[config.mk]
export PLATFORM = sky130hd
export DESIGN_NAME = periodic_chirp_burst_generator_top
export DESIGN_NICKNAME = d
export VERILOG_FILES = /design/src/rtl/core/pcbg_pkg.sv /design/src/rtl/core/pcbg_cfg.sv /design/src/rtl/core/pcbg_ctrl.sv /design/src/rtl/core/pcbg_sine.sv /design/src/rtl/core/periodic_chirp_burst_generator_top.sv
export SDC_FILE = /design/constraint.sdc
export NUM_CORES = 2
export LEC_CHECK = 0
export BUFFER_PORTS_ARGS = -buffer_cell sky130_fd_sc_hd__buf_2
export CORE_ASPECT_RATIO = 0.6
export CORE_MARGIN = 3
export CORE_UTILIZATION = 40
export DETAILED_ROUTE_END_ITERATION = 12
export PLACE_DENSITY = 0.58
export SYNTH_ARGS = -nofsm -noshare
export SYNTH_HDL_FRONTEND = slang
export SYNTH_SLANG_ARGS = --single-unit
[constraint.sdc]
create_clock -name aclk -period 9.1 [get_ports aclk]
set_input_delay 0.455 -clock aclk [delete_from_list [all_inputs] [get_ports aclk]]
set_output_delay 0.455 -clock aclk [all_outputs]
set_load 0.005 [all_outputs]
[src/rtl/core/pcbg_pkg.sv]
package pcbg_pkg;

    localparam int PHASE_BITS_DEF     = 32;
    localparam int SINE_ADDR_BITS_DEF = 10;
    localparam int COUNT_BITS_DEF     = 17;

    localparam int IN_TDATA_BITS  = 8;
    localparam int SAMPLE_BITS    = 16;
    localparam int CFG_DATA_BITS  = 32;
    localparam int CFG_INDEX_BITS = 3;
    localparam int INC_BITS       = 32;
    localparam int VOLUME_BITS    = 5;
    localparam int SCALE_BITS     = 15;

    localparam logic [CFG_INDEX_BITS-1:0] REG_VOLUME     = 3'd0;
    localparam logic [CFG_INDEX_BITS-1:0] REG_START_INC  = 3'd1;
    localparam logic [CFG_INDEX_BITS-1:0] REG_INC_STEP   = 3'd2;
    localparam logic [CFG_INDEX_BITS-1:0] REG_CHIRP_LEN  = 3'd3;
    localparam logic [CFG_INDEX_BITS-1:0] REG_PERIOD_LEN = 3'd4;

    localparam int VOLUME_SCALE = 1000;
    localparam int VOLUME_RESET = 10;
    localparam int CHIRP_RESET  = 4800;
    localparam int PERIOD_RESET = 48000;

    localparam int FRAC_BITS  = 16;
    localparam int XF_BITS    = 17;
    localparam int INNER_BITS = 16;
    localparam int Y_BITS     = 18;
    localparam int SIN_A      = 102944;
    localparam int SIN_B      = 42048;
    localparam int SIN_C      = 4640;
    localparam int SINE_STAGES = 6;

    typedef struct packed {
        logic chirp;
        logic last;
    } item_flags_t;

endpackage

[src/rtl/core/pcbg_cfg.sv]
module pcbg_cfg #(
    parameter int COUNT_BITS = pcbg_pkg::COUNT_BITS_DEF
) (
    input  logic                                  aclk,
    input  logic                                  aresetn,
    input  logic                                  cfg_wr_en,
    input  logic [pcbg_pkg::CFG_INDEX_BITS-1:0]   cfg_index,
    input  logic [pcbg_pkg::CFG_DATA_BITS-1:0]    cfg_wdata,
    output logic [pcbg_pkg::SCALE_BITS-1:0]       scale,
    output logic [pcbg_pkg::INC_BITS-1:0]         start_inc,
    output logic signed [pcbg_pkg::INC_BITS-1:0]  inc_step,
    output logic [COUNT_BITS-1:0]                 chirp_count,
    output logic [COUNT_BITS-1:0]                 period_len
);
    import pcbg_pkg::*;

    logic [SCALE_BITS-1:0]      scale_reg;
    logic [SCALE_BITS-1:0]      scale_next;
    logic [INC_BITS-1:0]        start_inc_reg;
    logic signed [INC_BITS-1:0] inc_step_reg;
    logic [COUNT_BITS-1:0]      chirp_count_reg;
    logic [COUNT_BITS-1:0]      period_len_reg;

    // volume times 1000 kept ready for the output multiplier
    assign scale_next = SCALE_BITS'(cfg_wdata[VOLUME_BITS-1:0] * VOLUME_SCALE);

    always_ff @(posedge aclk) begin
        if (!aresetn) begin
            scale_reg       <= SCALE_BITS'(VOLUME_RESET * VOLUME_SCALE);
            start_inc_reg   <= '0;
            inc_step_reg    <= '0;
            chirp_count_reg <= COUNT_BITS'(CHIRP_RESET);
            period_len_reg  <= COUNT_BITS'(PERIOD_RESET);
        end else if (cfg_wr_en) begin
            unique case (cfg_index)
                REG_VOLUME:     scale_reg       <= scale_next;
                REG_START_INC:  start_inc_reg   <= cfg_wdata[INC_BITS-1:0];
                REG_INC_STEP:   inc_step_reg    <= cfg_wdata[INC_BITS-1:0];
                REG_CHIRP_LEN:  chirp_count_reg <= COUNT_BITS'(cfg_wdata);
                REG_PERIOD_LEN: period_len_reg  <= COUNT_BITS'(cfg_wdata);
                default: begin
                end
            endcase
        end
    end

    assign scale       = scale_reg;
    assign start_inc   = start_inc_reg;
    assign inc_step    = inc_step_reg;
    assign chirp_count = chirp_count_reg;
    assign period_len  = period_len_reg;

endmodule

[src/rtl/core/pcbg_ctrl.sv]
module pcbg_ctrl #(
    parameter int PHASE_BITS = pcbg_pkg::PHASE_BITS_DEF,
    parameter int COUNT_BITS = pcbg_pkg::COUNT_BITS_DEF
) (
    input  logic                                  aclk,
    input  logic                                  aresetn,
    input  logic                                  in_valid,
    input  logic                                  in_ready,
    input  logic                                  in_keep_running,
    input  logic [pcbg_pkg::INC_BITS-1:0]         start_inc,
    input  logic signed [pcbg_pkg::INC_BITS-1:0]  inc_step,
    input  logic [COUNT_BITS-1:0]                 chirp_count,
    input  logic [COUNT_BITS-1:0]                 period_len,
    output logic                                  out_valid,
    output logic [PHASE_BITS-1:0]                 out_phase,
    output pcbg_pkg::item_flags_t                 out_flags
);
    import pcbg_pkg::*;

    logic [PHASE_BITS-1:0] acc_reg;
    logic [PHASE_BITS-1:0] acc_next;
    logic [PHASE_BITS-1:0] inc_reg;
    logic [PHASE_BITS-1:0] inc_next;
    logic [COUNT_BITS-1:0] index_reg;
    logic [COUNT_BITS-1:0] index_next;
    logic                  active_reg;
    logic                  active_next;

    logic                  accept;
    logic                  start;
    logic                  produce;
    logic [COUNT_BITS-1:0] period;
    logic [COUNT_BITS-1:0] idx;
    logic [COUNT_BITS:0]   idx_inc;
    logic [PHASE_BITS-1:0] phase;
    logic [PHASE_BITS-1:0] inc;
    logic                  chirp;
    logic                  last;

    assign accept  = in_valid && in_ready;
    assign start   = !active_reg && in_keep_running;
    assign produce = active_reg || in_keep_running;

    // a zero period length behaves as one
    assign period  = (period_len == '0) ? COUNT_BITS'(1) : period_len;
    assign idx     = start ? '0 : index_reg;
    assign phase   = start ? '0 : acc_reg;
    assign inc     = start ? PHASE_BITS'(start_inc) : inc_reg;
    assign chirp   = (idx < chirp_count) && (idx < period);
    assign idx_inc = {1'b0, idx} + 1'b1;
    assign last    = idx_inc >= {1'b0, period};

    always_comb begin
        acc_next    = acc_reg;
        inc_next    = inc_reg;
        index_next  = index_reg;
        active_next = active_reg;
        if (accept && produce) begin
            acc_next    = chirp ? phase + inc : phase;
            inc_next    = chirp ? inc + PHASE_BITS'(inc_step) : inc;
            active_next = !last;
            index_next  = last ? '0 : idx_inc[COUNT_BITS-1:0];
        end
    end

    always_ff @(posedge aclk) begin
        if (!aresetn) begin
            acc_reg    <= '0;
            inc_reg    <= '0;
            index_reg  <= '0;
            active_reg <= 1'b0;
        end else begin
            acc_reg    <= acc_next;
            inc_reg    <= inc_next;
            index_reg  <= index_next;
            active_reg <= active_next;
        end
    end

    assign out_valid       = accept && produce;
    assign out_phase       = phase;
    assign out_flags.chirp = chirp;
    assign out_flags.last  = last;

`ifndef ASSERT_OFF
    a_idle_index_zero: assert property (@(posedge aclk) disable iff (!aresetn)
        !active_reg |-> index_reg == '0)
        else $error("sample index not cleared outside a period");
`endif

endmodule

[src/rtl/core/pcbg_sine.sv]
module pcbg_sine #(
    parameter int PHASE_BITS     = pcbg_pkg::PHASE_BITS_DEF,
    parameter int SINE_ADDR_BITS = pcbg_pkg::SINE_ADDR_BITS_DEF
) (
    input  logic                               aclk,
    input  logic                               aresetn,
    input  logic                               in_valid,
    output logic                               in_ready,
    input  logic [PHASE_BITS-1:0]              in_phase,
    input  pcbg_pkg::item_flags_t              in_flags,
    input  logic [pcbg_pkg::SCALE_BITS-1:0]    scale,
    output logic                               out_valid,
    input  logic                               out_ready,
    output logic [pcbg_pkg::SAMPLE_BITS-1:0]   out_sample,
    output pcbg_pkg::item_flags_t              out_flags
);
    import pcbg_pkg::*;

    localparam int QBITS     = SINE_ADDR_BITS - 2;
    localparam int SQ_BITS   = 2 * XF_BITS;
    localparam int CP_BITS   = XF_BITS + 13;
    localparam int MP_BITS   = XF_BITS + INNER_BITS;
    localparam int MAG_BITS  = Y_BITS + SCALE_BITS + 1;
    localparam int MAG_LIMIT = 31500;

    logic [SINE_STAGES-1:0] valid_reg;
    logic [SINE_STAGES-1:0] valid_next;
    logic [SINE_STAGES:0]   ready;

    logic [PHASE_BITS-1:0]  s1_phase_reg;
    item_flags_t            s1_flags_reg;

    logic [XF_BITS-1:0]     s2_xf_reg;
    logic [XF_BITS-1:0]     s2_x2_reg;
    logic                   s2_neg_reg;
    item_flags_t            s2_flags_reg;

    logic [XF_BITS-1:0]     s3_xf_reg;
    logic [XF_BITS-1:0]     s3_x2_reg;
    logic [INNER_BITS-1:0]  s3_inner_reg;
    logic                   s3_neg_reg;
    item_flags_t            s3_flags_reg;

    logic [XF_BITS-1:0]     s4_xf_reg;
    logic [XF_BITS-1:0]     s4_mid_reg;
    logic                   s4_neg_reg;
    item_flags_t            s4_flags_reg;

    logic [Y_BITS-1:0]      s5_y_reg;
    logic                   s5_neg_reg;
    item_flags_t            s5_flags_reg;

    logic [SAMPLE_BITS-1:0] s6_sample_reg;
    item_flags_t            s6_flags_reg;

    logic [SINE_ADDR_BITS-1:0] addr;
    logic [1:0]                quad;
    logic [QBITS-1:0]          w;
    logic [QBITS:0]            x;
    logic [XF_BITS-1:0]        s2_xf_next;
    logic [SQ_BITS-1:0]        sq;
    logic [XF_BITS-1:0]        s2_x2_next;
    logic [CP_BITS-1:0]        cp;
    logic [INNER_BITS-1:0]     s3_inner_next;
    logic [MP_BITS-1:0]        mp;
    logic [XF_BITS-1:0]        s4_mid_next;
    logic [SQ_BITS-1:0]        yp;
    logic [Y_BITS-1:0]         s5_y_next;
    logic [MAG_BITS-1:0]       mag_prod;
    logic [SAMPLE_BITS-1:0]    mag;
    logic [SAMPLE_BITS-1:0]    s6_sample_next;

    // stall chain: a stage takes new data when empty or when it hands on
    always_comb begin
        ready[SINE_STAGES] = out_ready;
        for (int k = SINE_STAGES - 1; k >= 0; k--) begin
            ready[k] = !valid_reg[k] || ready[k+1];
        end
        valid_next = {valid_reg[SINE_STAGES-2:0], in_valid};
    end

    always_ff @(posedge aclk) begin
        if (!aresetn) begin
            valid_reg <= '0;
        end else begin
            for (int k = 0; k < SINE_STAGES; k++) begin
                if (ready[k]) begin
                    valid_reg[k] <= valid_next[k];
                end
            end
        end
    end

    // quadrant fold and first square
    assign addr       = s1_phase_reg[PHASE_BITS-1 -: SINE_ADDR_BITS];
    assign quad       = addr[SINE_ADDR_BITS-1 -: 2];
    assign w          = addr[QBITS-1:0];
    assign x          = quad[0] ? ((QBITS+1)'(1 << QBITS) - {1'b0, w}) : {1'b0, w};
    assign s2_xf_next = XF_BITS'(x) << (FRAC_BITS - QBITS);
    assign sq         = SQ_BITS'(s2_xf_next) * SQ_BITS'(s2_xf_next);
    assign s2_x2_next = sq[FRAC_BITS +: XF_BITS];

    // polynomial terms
    assign cp            = CP_BITS'(s2_x2_reg) * CP_BITS'(SIN_C);
    assign s3_inner_next = INNER_BITS'(SIN_B) - INNER_BITS'(cp[CP_BITS-1:FRAC_BITS]);

    assign mp          = MP_BITS'(s3_x2_reg) * MP_BITS'(s3_inner_reg);
    assign s4_mid_next = XF_BITS'(SIN_A) - mp[FRAC_BITS +: XF_BITS];

    assign yp        = SQ_BITS'(s4_xf_reg) * SQ_BITS'(s4_mid_reg);
    assign s5_y_next = yp[FRAC_BITS +: Y_BITS];

    // amplitude scaling with rounding, sign from the quadrant
    assign mag_prod = MAG_BITS'(s5_y_reg) * MAG_BITS'(scale)
                    + MAG_BITS'(1 << (FRAC_BITS - 1));
    assign mag      = mag_prod[FRAC_BITS +: SAMPLE_BITS];

    always_comb begin
        if (!s5_flags_reg.chirp) begin
            s6_sample_next = '0;
        end else if (s5_neg_reg) begin
            s6_sample_next = SAMPLE_BITS'(0) - mag;
        end else begin
            s6_sample_next = mag;
        end
    end

    always_ff @(posedge aclk) begin
        if (ready[0]) begin
            s1_phase_reg <= in_phase;
            s1_flags_reg <= in_flags;
        end
        if (ready[1]) begin
            s2_xf_reg    <= s2_xf_next;
            s2_x2_reg    <= s2_x2_next;
            s2_neg_reg   <= quad[1];
            s2_flags_reg <= s1_flags_reg;
        end
        if (ready[2]) begin
            s3_xf_reg    <= s2_xf_reg;
            s3_x2_reg    <= s2_x2_reg;
            s3_inner_reg <= s3_inner_next;
            s3_neg_reg   <= s2_neg_reg;
            s3_flags_reg <= s2_flags_reg;
        end
        if (ready[3]) begin
            s4_xf_reg    <= s3_xf_reg;
            s4_mid_reg   <= s4_mid_next;
            s4_neg_reg   <= s3_neg_reg;
            s4_flags_reg <= s3_flags_reg;
        end
        if (ready[4]) begin
            s5_y_reg     <= s5_y_next;
            s5_neg_reg   <= s4_neg_reg;
            s5_flags_reg <= s4_flags_reg;
        end
        if (ready[5]) begin
            s6_sample_reg <= s6_sample_next;
            s6_flags_reg  <= s5_flags_reg;
        end
    end

    assign in_ready   = ready[0];
    assign out_valid  = valid_reg[SINE_STAGES-1];
    assign out_sample = s6_sample_reg;
    assign out_flags  = s6_flags_reg;

`ifndef ASSERT_OFF
    a_silence_zero: assert property (@(posedge aclk) disable iff (!aresetn)
        out_valid && !out_flags.chirp |-> out_sample == '0)
        else $error("non-zero sample outside the chirp");

    a_peak_bound: assert property (@(posedge aclk) disable iff (!aresetn)
        out_valid && out_flags.chirp |->
            ($signed(out_sample) <= MAG_LIMIT) && ($signed(out_sample) >= -MAG_LIMIT))
        else $error("chirp sample beyond peak amplitude");

    a_square_bound: assert property (@(posedge aclk) disable iff (!aresetn)
        valid_reg[1] |-> s2_x2_reg <= XF_BITS'(1 << FRAC_BITS))
        else $error("folded phase square out of range");
`endif

endmodule

[src/rtl/core/periodic_chirp_burst_generator_top.sv]
// channel   dir  signals                      contents
// s_        in   tvalid tready tdata[7:0]     tdata[0] keep_running
// m_        out  tvalid tready tdata tuser    tdata sample, tuser in_chirp, tlast period_end
// cfg_      in   wr_en index wdata            volume, start_increment, increment_step,
//                                             chirp_samples, period_samples
//
// one tick transfer per cycle while s_tready is high; a sample passes every sine stage register before it leaves
// the period sequencer updates phase and counters in the cycle of the tick
// the sine polynomial and amplitude scaling run over five registered multiply stages
// a tick outside a period with keep_running low gives no sample
// reset clears sequencer state, stage valids and loads register defaults
// s_tready falls only when all six stages hold samples and m_tready is low
module periodic_chirp_burst_generator_top #(
    parameter int PHASE_BITS     = pcbg_pkg::PHASE_BITS_DEF,
    parameter int SINE_ADDR_BITS = pcbg_pkg::SINE_ADDR_BITS_DEF,
    parameter int COUNT_BITS     = pcbg_pkg::COUNT_BITS_DEF
) (
    input  logic                                 aclk,
    input  logic                                 aresetn,
    input  logic                                 s_tvalid,
    output logic                                 s_tready,
    input  logic [pcbg_pkg::IN_TDATA_BITS-1:0]   s_tdata,   // keep_running
    output logic                                 m_tvalid,
    input  logic                                 m_tready,
    output logic [pcbg_pkg::SAMPLE_BITS-1:0]     m_tdata,   // sample
    output logic [0:0]                           m_tuser,   // in_chirp
    output logic                                 m_tlast,
    input  logic                                 cfg_wr_en,
    input  logic [pcbg_pkg::CFG_INDEX_BITS-1:0]  cfg_index,
    input  logic [pcbg_pkg::CFG_DATA_BITS-1:0]   cfg_wdata
);
    import pcbg_pkg::*;

    logic [SCALE_BITS-1:0]      scale;
    logic [INC_BITS-1:0]        start_inc;
    logic signed [INC_BITS-1:0] inc_step;
    logic [COUNT_BITS-1:0]      chirp_count;
    logic [COUNT_BITS-1:0]      period_len;

    logic                       item_valid;
    logic [PHASE_BITS-1:0]      item_phase;
    item_flags_t                item_flags;
    item_flags_t                out_flags;

    pcbg_cfg #(
        .COUNT_BITS (COUNT_BITS)
    ) u_cfg (
        .aclk        (aclk),
        .aresetn     (aresetn),
        .cfg_wr_en   (cfg_wr_en),
        .cfg_index   (cfg_index),
        .cfg_wdata   (cfg_wdata),
        .scale       (scale),
        .start_inc   (start_inc),
        .inc_step    (inc_step),
        .chirp_count (chirp_count),
        .period_len  (period_len)
    );

    pcbg_ctrl #(
        .PHASE_BITS (PHASE_BITS),
        .COUNT_BITS (COUNT_BITS)
    ) u_ctrl (
        .aclk            (aclk),
        .aresetn         (aresetn),
        .in_valid        (s_tvalid),
        .in_ready        (s_tready),
        .in_keep_running (s_tdata[0]),
        .start_inc       (start_inc),
        .inc_step        (inc_step),
        .chirp_count     (chirp_count),
        .period_len      (period_len),
        .out_valid       (item_valid),
        .out_phase       (item_phase),
        .out_flags       (item_flags)
    );

    pcbg_sine #(
        .PHASE_BITS     (PHASE_BITS),
        .SINE_ADDR_BITS (SINE_ADDR_BITS)
    ) u_sine (
        .aclk       (aclk),
        .aresetn    (aresetn),
        .in_valid   (item_valid),
        .in_ready   (s_tready),
        .in_phase   (item_phase),
        .in_flags   (item_flags),
        .scale      (scale),
        .out_valid  (m_tvalid),
        .out_ready  (m_tready),
        .out_sample (m_tdata),
        .out_flags  (out_flags)
    );

    assign m_tuser[0] = out_flags.chirp;
    assign m_tlast    = out_flags.last;

endmodule
==> flow_metrics.tcl <==
set metrics [dict create \
    outcome "finished, final reports clean" \
    final-max-slew-violation-count 0 \
    fin_hold_ws_ns 0.112 \
    critical_path.endpoint_type "register" \
    hold_path.class "primary input to register" \
    synthMostInstantiatedCell "sky130_fd_sc_hd__nand2_1" \
    rrSetupSlack_ns 0.56 \
    rsz_0062_raised_after_global_routing "false" \
    syn_area_um2 41600 \
    maxCapViolations 0 \
    synth.top_cell.area_share 0.248 \
    setup_total_negative_slack_ns 0 \
    ys_top_cells_by_count "807 x sky130_fd_sc_hd__nand2_1, 757 x sky130_fd_sc_hd__inv_1, 515 x sky130_fd_sc_hd__fa_1, 434 x sky130_fd_sc_hd__ha_1, 285 x sky130_fd_sc_hd__and2_1" \
    clk_pin_slew_worst_paths_ns 0.06 \
    antenna_nets_post_route 0 \
    gp_routability_congestion 0.868 \
    numClockSinks 348 \
    avgSynthCellArea_um2 8.78 \
    finalHoldViolations 0 \
    ioPinCount 68 \
    dieWidth_um 422 \
    crit_path_start "u_sine.s3_x2_reg[7]" \
    vias_per_cell 5.07 \
    cts_tree "built" \
    synth-async-reset-ratio 0 \
    synthesis.yosys.warnings 0 \
    clock_tree.htree_level_count 2 \
    regToRegEndpoint "u_sine.s4_mid_reg[14]" \
    power.share.sequential 0.282 \
    timing.critical_path.max_delay_family "adder cells" \
    synth-main-ff-cell "sky130_fd_sc_hd__dfxtp_1" \
    design.die.area_um2 108000 \
    cts_bufs_inserted 39 \
    fp.dieH_um 256 \
    post-cts-setup-buffers 0 \
    worst-slew-pin-transition_ns 1.25 \
    grt_pass1_wl_um 168000 \
    crit_slowest_cell "sky130_fd_sc_hd__edfxtp_1" \
    synth.yosys.seq_area_share 0.204 \
    cts-hold-fix-buffers 0 \
    period_needed_ns 8.54 \
    dp.cells 6036 \
    min_period_over_period 0.939 \
    effective_utilization_at_floorplan 0.408 \
    cellLeakagePower_nw 21.5 \
    critical_path.reg2reg.startpoint "u_sine.s3_x2_reg[7]" \
    design_area_um2 44600 \
    cell_area_placed_um2 43300 \
    worstSkewPairLatency_ns 0.59 \
    worst_path_largest_cell_delay_ns 0.86 \
    most_area_consuming_cells_after_synthesis "sky130_fd_sc_hd__fa_1 25%, sky130_fd_sc_hd__ha_1 13%, sky130_fd_sc_hd__edfxtp_1 11%" \
    critical_path_class "register to register" \
    finalNonFillerCells 6105 \
    synthDominantAreaCellType "sky130_fd_sc_hd__fa_1" \
    switching_share 0.419 \
    track_usage 0.189 \
    initialDrtViolationCount 2297 \
    critical_path_depth 28 \
    max-slew-margin-rel 0.162 \
    grt_pass1_vias 30700 \
    final_core_utilization 0.439 \
    drc_errors 0 \
    timing.critical_path.required_ns 9.41 \
    clk_root_buffer_cell "sky130_fd_sc_hd__clkbuf_16" \
    buffer_ports.inserted 60 \
    crit_fanout 16 \
    dpl.hpwl_um 79600 \
    grt_start_max_net_pins 90 \
    crit_arrival_ns 8.85 \
    routed_wire_length_per_instance_um 16.6 \
    post_synth_num_cell_types 93 \
    ff2ff_path_depth 28 \
    max-vdd-ir-drop_mv 0.343 \
    final_layout_size_suffix_gt1_frac 0.0493 \
    row_count 90 \
    setup-violations-final 0 \
    finalWirelength_um 101000 \
    pwr-share-comb 0.497 \
    setup.worst_path.start_class "register" \
    routed-via-count 31000 \
    insertedDiodeCount 0 \
    synth_seq_cells 348 \
    fmaxAchievable_mhz 117 \
    power.clock.fraction 0.221 \
    cp-endpoint "u_sine.s4_mid_reg[14]" \
    syn_to_final_growth_pct 7.38 \
    internal_power_mw 4.39 \
    drt_first_pass_iters 7 \
    power_density_nw_per_um2 169 \
    synth_edf_count 150 \
    timing.critical_path.buf_inv 6 \
    antenna_found_initial 4 \
    core-area_um2 102000 \
    cts-resized-gates 0 \
    post_synth_inst_count 4735 \
    finish.net_count 5694 \
    remaining_global_route_overflow 0 \
    total_switching_power_mw 3.17 \
    cts_max_path_buffers 3 \
    timing.clock.skew_ns 0.0268 \
]
==> power by group through the flow <==
stage	clock, mW	combinational (mW)	sequential, mW
3_5_place_dp	0	3.74	2.16
6_report	1.67	3.75	2.13
2_1_floorplan	0	3.01	1.96
3_3_place_gp	0	3.69	2.16
4_1_cts	1.73	3.77	2.12
5_1_grt	1.79	4.34	2.16
==> cells by family after synthesis <==
logic type               share of synthesized area
AO/OA/AOI/OAI                                0.106
flip-flops                                   0.204
multiplexers                               0.00816
AND/OR/NAND/NOR                              0.173
adder cells (fa/ha/maj)                      0.379
buffers and inverters                       0.0878
XOR/XNOR                                    0.0423
other                                     0.000181
==> worst min-delay path: cells and delay by family <==
kind	cells	cell delay (ns)
AND/OR/NAND/NOR	1	0.05
buffers and inverters	1	0.10
AO/OA/AOI/OAI	1	0.05
==> worst min path at each step <==
| stage | start | endpoint | slack [ns] | cells past startpoint |
|---|---|---|---|---|
| 5_1_grt | cfg_wdata[28] | u_cfg.inc_step[28] | 0.10 | 3 |
| 3_5_place_dp | u_sine.s1_phase_reg[31] | u_sine.s2_neg_reg | 0.40 | 0 |
| 6_report | cfg_wdata[29] | u_cfg.inc_step[29] | 0.11 | 3 |
| 3_3_place_gp | u_sine.s2_xf_reg[11] | u_sine.s3_xf_reg[11] | 0.40 | 0 |
| 4_1_cts | cfg_wdata[26] | u_cfg.start_inc[26] | 0.07 | 3 |
| 2_1_floorplan | u_sine.s5_flags_reg[0] | u_sine.out_flags[0] | 0.40 | 0 |
==> routing by layer <==
metal	vias up	track usage	part of all wire
met1	15000	0.310	0.54
met3	60	0.0415	0.076
li1	15100	-	-
met2	797	0.253	0.38
met4	0	0.0242	0.0097
met5	-	0	0
==> cells in the final DEF, fill, tap and decap left out, types with 26 or more instances in the layout <==
master | netlist | layout
sky130_fd_sc_hd__nand2_1 | 807 | 807
sky130_fd_sc_hd__o21ai_0 | 108 | 108
sky130_fd_sc_hd__buf_2 | 4 | 60
sky130_fd_sc_hd__fa_1 | 515 | 515
sky130_fd_sc_hd__and2_1 | 285 | 285
sky130_fd_sc_hd__buf_4 | 2 | 59
sky130_fd_sc_hd__ha_1 | 434 | 434
sky130_fd_sc_hd__nor2b_1 | 30 | 29
sky130_fd_sc_hd__nand3_1 | 54 | 54
sky130_fd_sc_hd__a22oi_1 | 30 | 30
sky130_fd_sc_hd__nor3_1 | 48 | 47
sky130_fd_sc_hd__mux2i_1 | 26 | 26
sky130_fd_sc_hd__nor2_1 | 205 | 203
sky130_fd_sc_hd__a21oi_1 | 224 | 224
sky130_fd_sc_hd__dfxtp_1 | 198 | 198
sky130_fd_sc_hd__a31oi_1 | 26 | 26
sky130_fd_sc_hd__xor2_1 | 67 | 67
sky130_fd_sc_hd__inv_1 | 757 | 757
sky130_fd_sc_hd__xnor2_1 | 134 | 134
sky130_fd_sc_hd__a211oi_1 | 33 | 33
sky130_fd_sc_hd__and3_1 | 27 | 27
sky130_fd_sc_hd__edfxtp_1 | 150 | 150
sky130_fd_sc_hd__o21a_1 | 31 | 31
sky130_fd_sc_hd__a21o_1 | 45 | 45
sky130_fd_sc_hd__clkbuf_16 | 0 | 41
==> stage by stage <==
step | total power [mW] | setup slack, ns
after floorplan | 4.96 | 1.62
after global placement | 5.85 | 0.725
after detailed placement | 5.90 | 0.638
after CTS | 7.62 | 0.593
after global routing | 8.29 | 0.00415
final | 7.55 | 0.558
==> area by class of cell <==
| class | count | area (um^2) |
|---|---|---|
| repair buffers | 119 | 743 |
| inverters | 759 | 2850 |
| fillers | 10100 | 57100 |
| multi-input cells | 3430 | 29500 |
| clock buffers | 50 | 1080 |
| clock inverters | 19 | 246 |
| flip-flops and latches | 348 | 8470 |
| well taps | 1380 | 1730 |
Note: power is estimated with default switching activity, not from simulation.
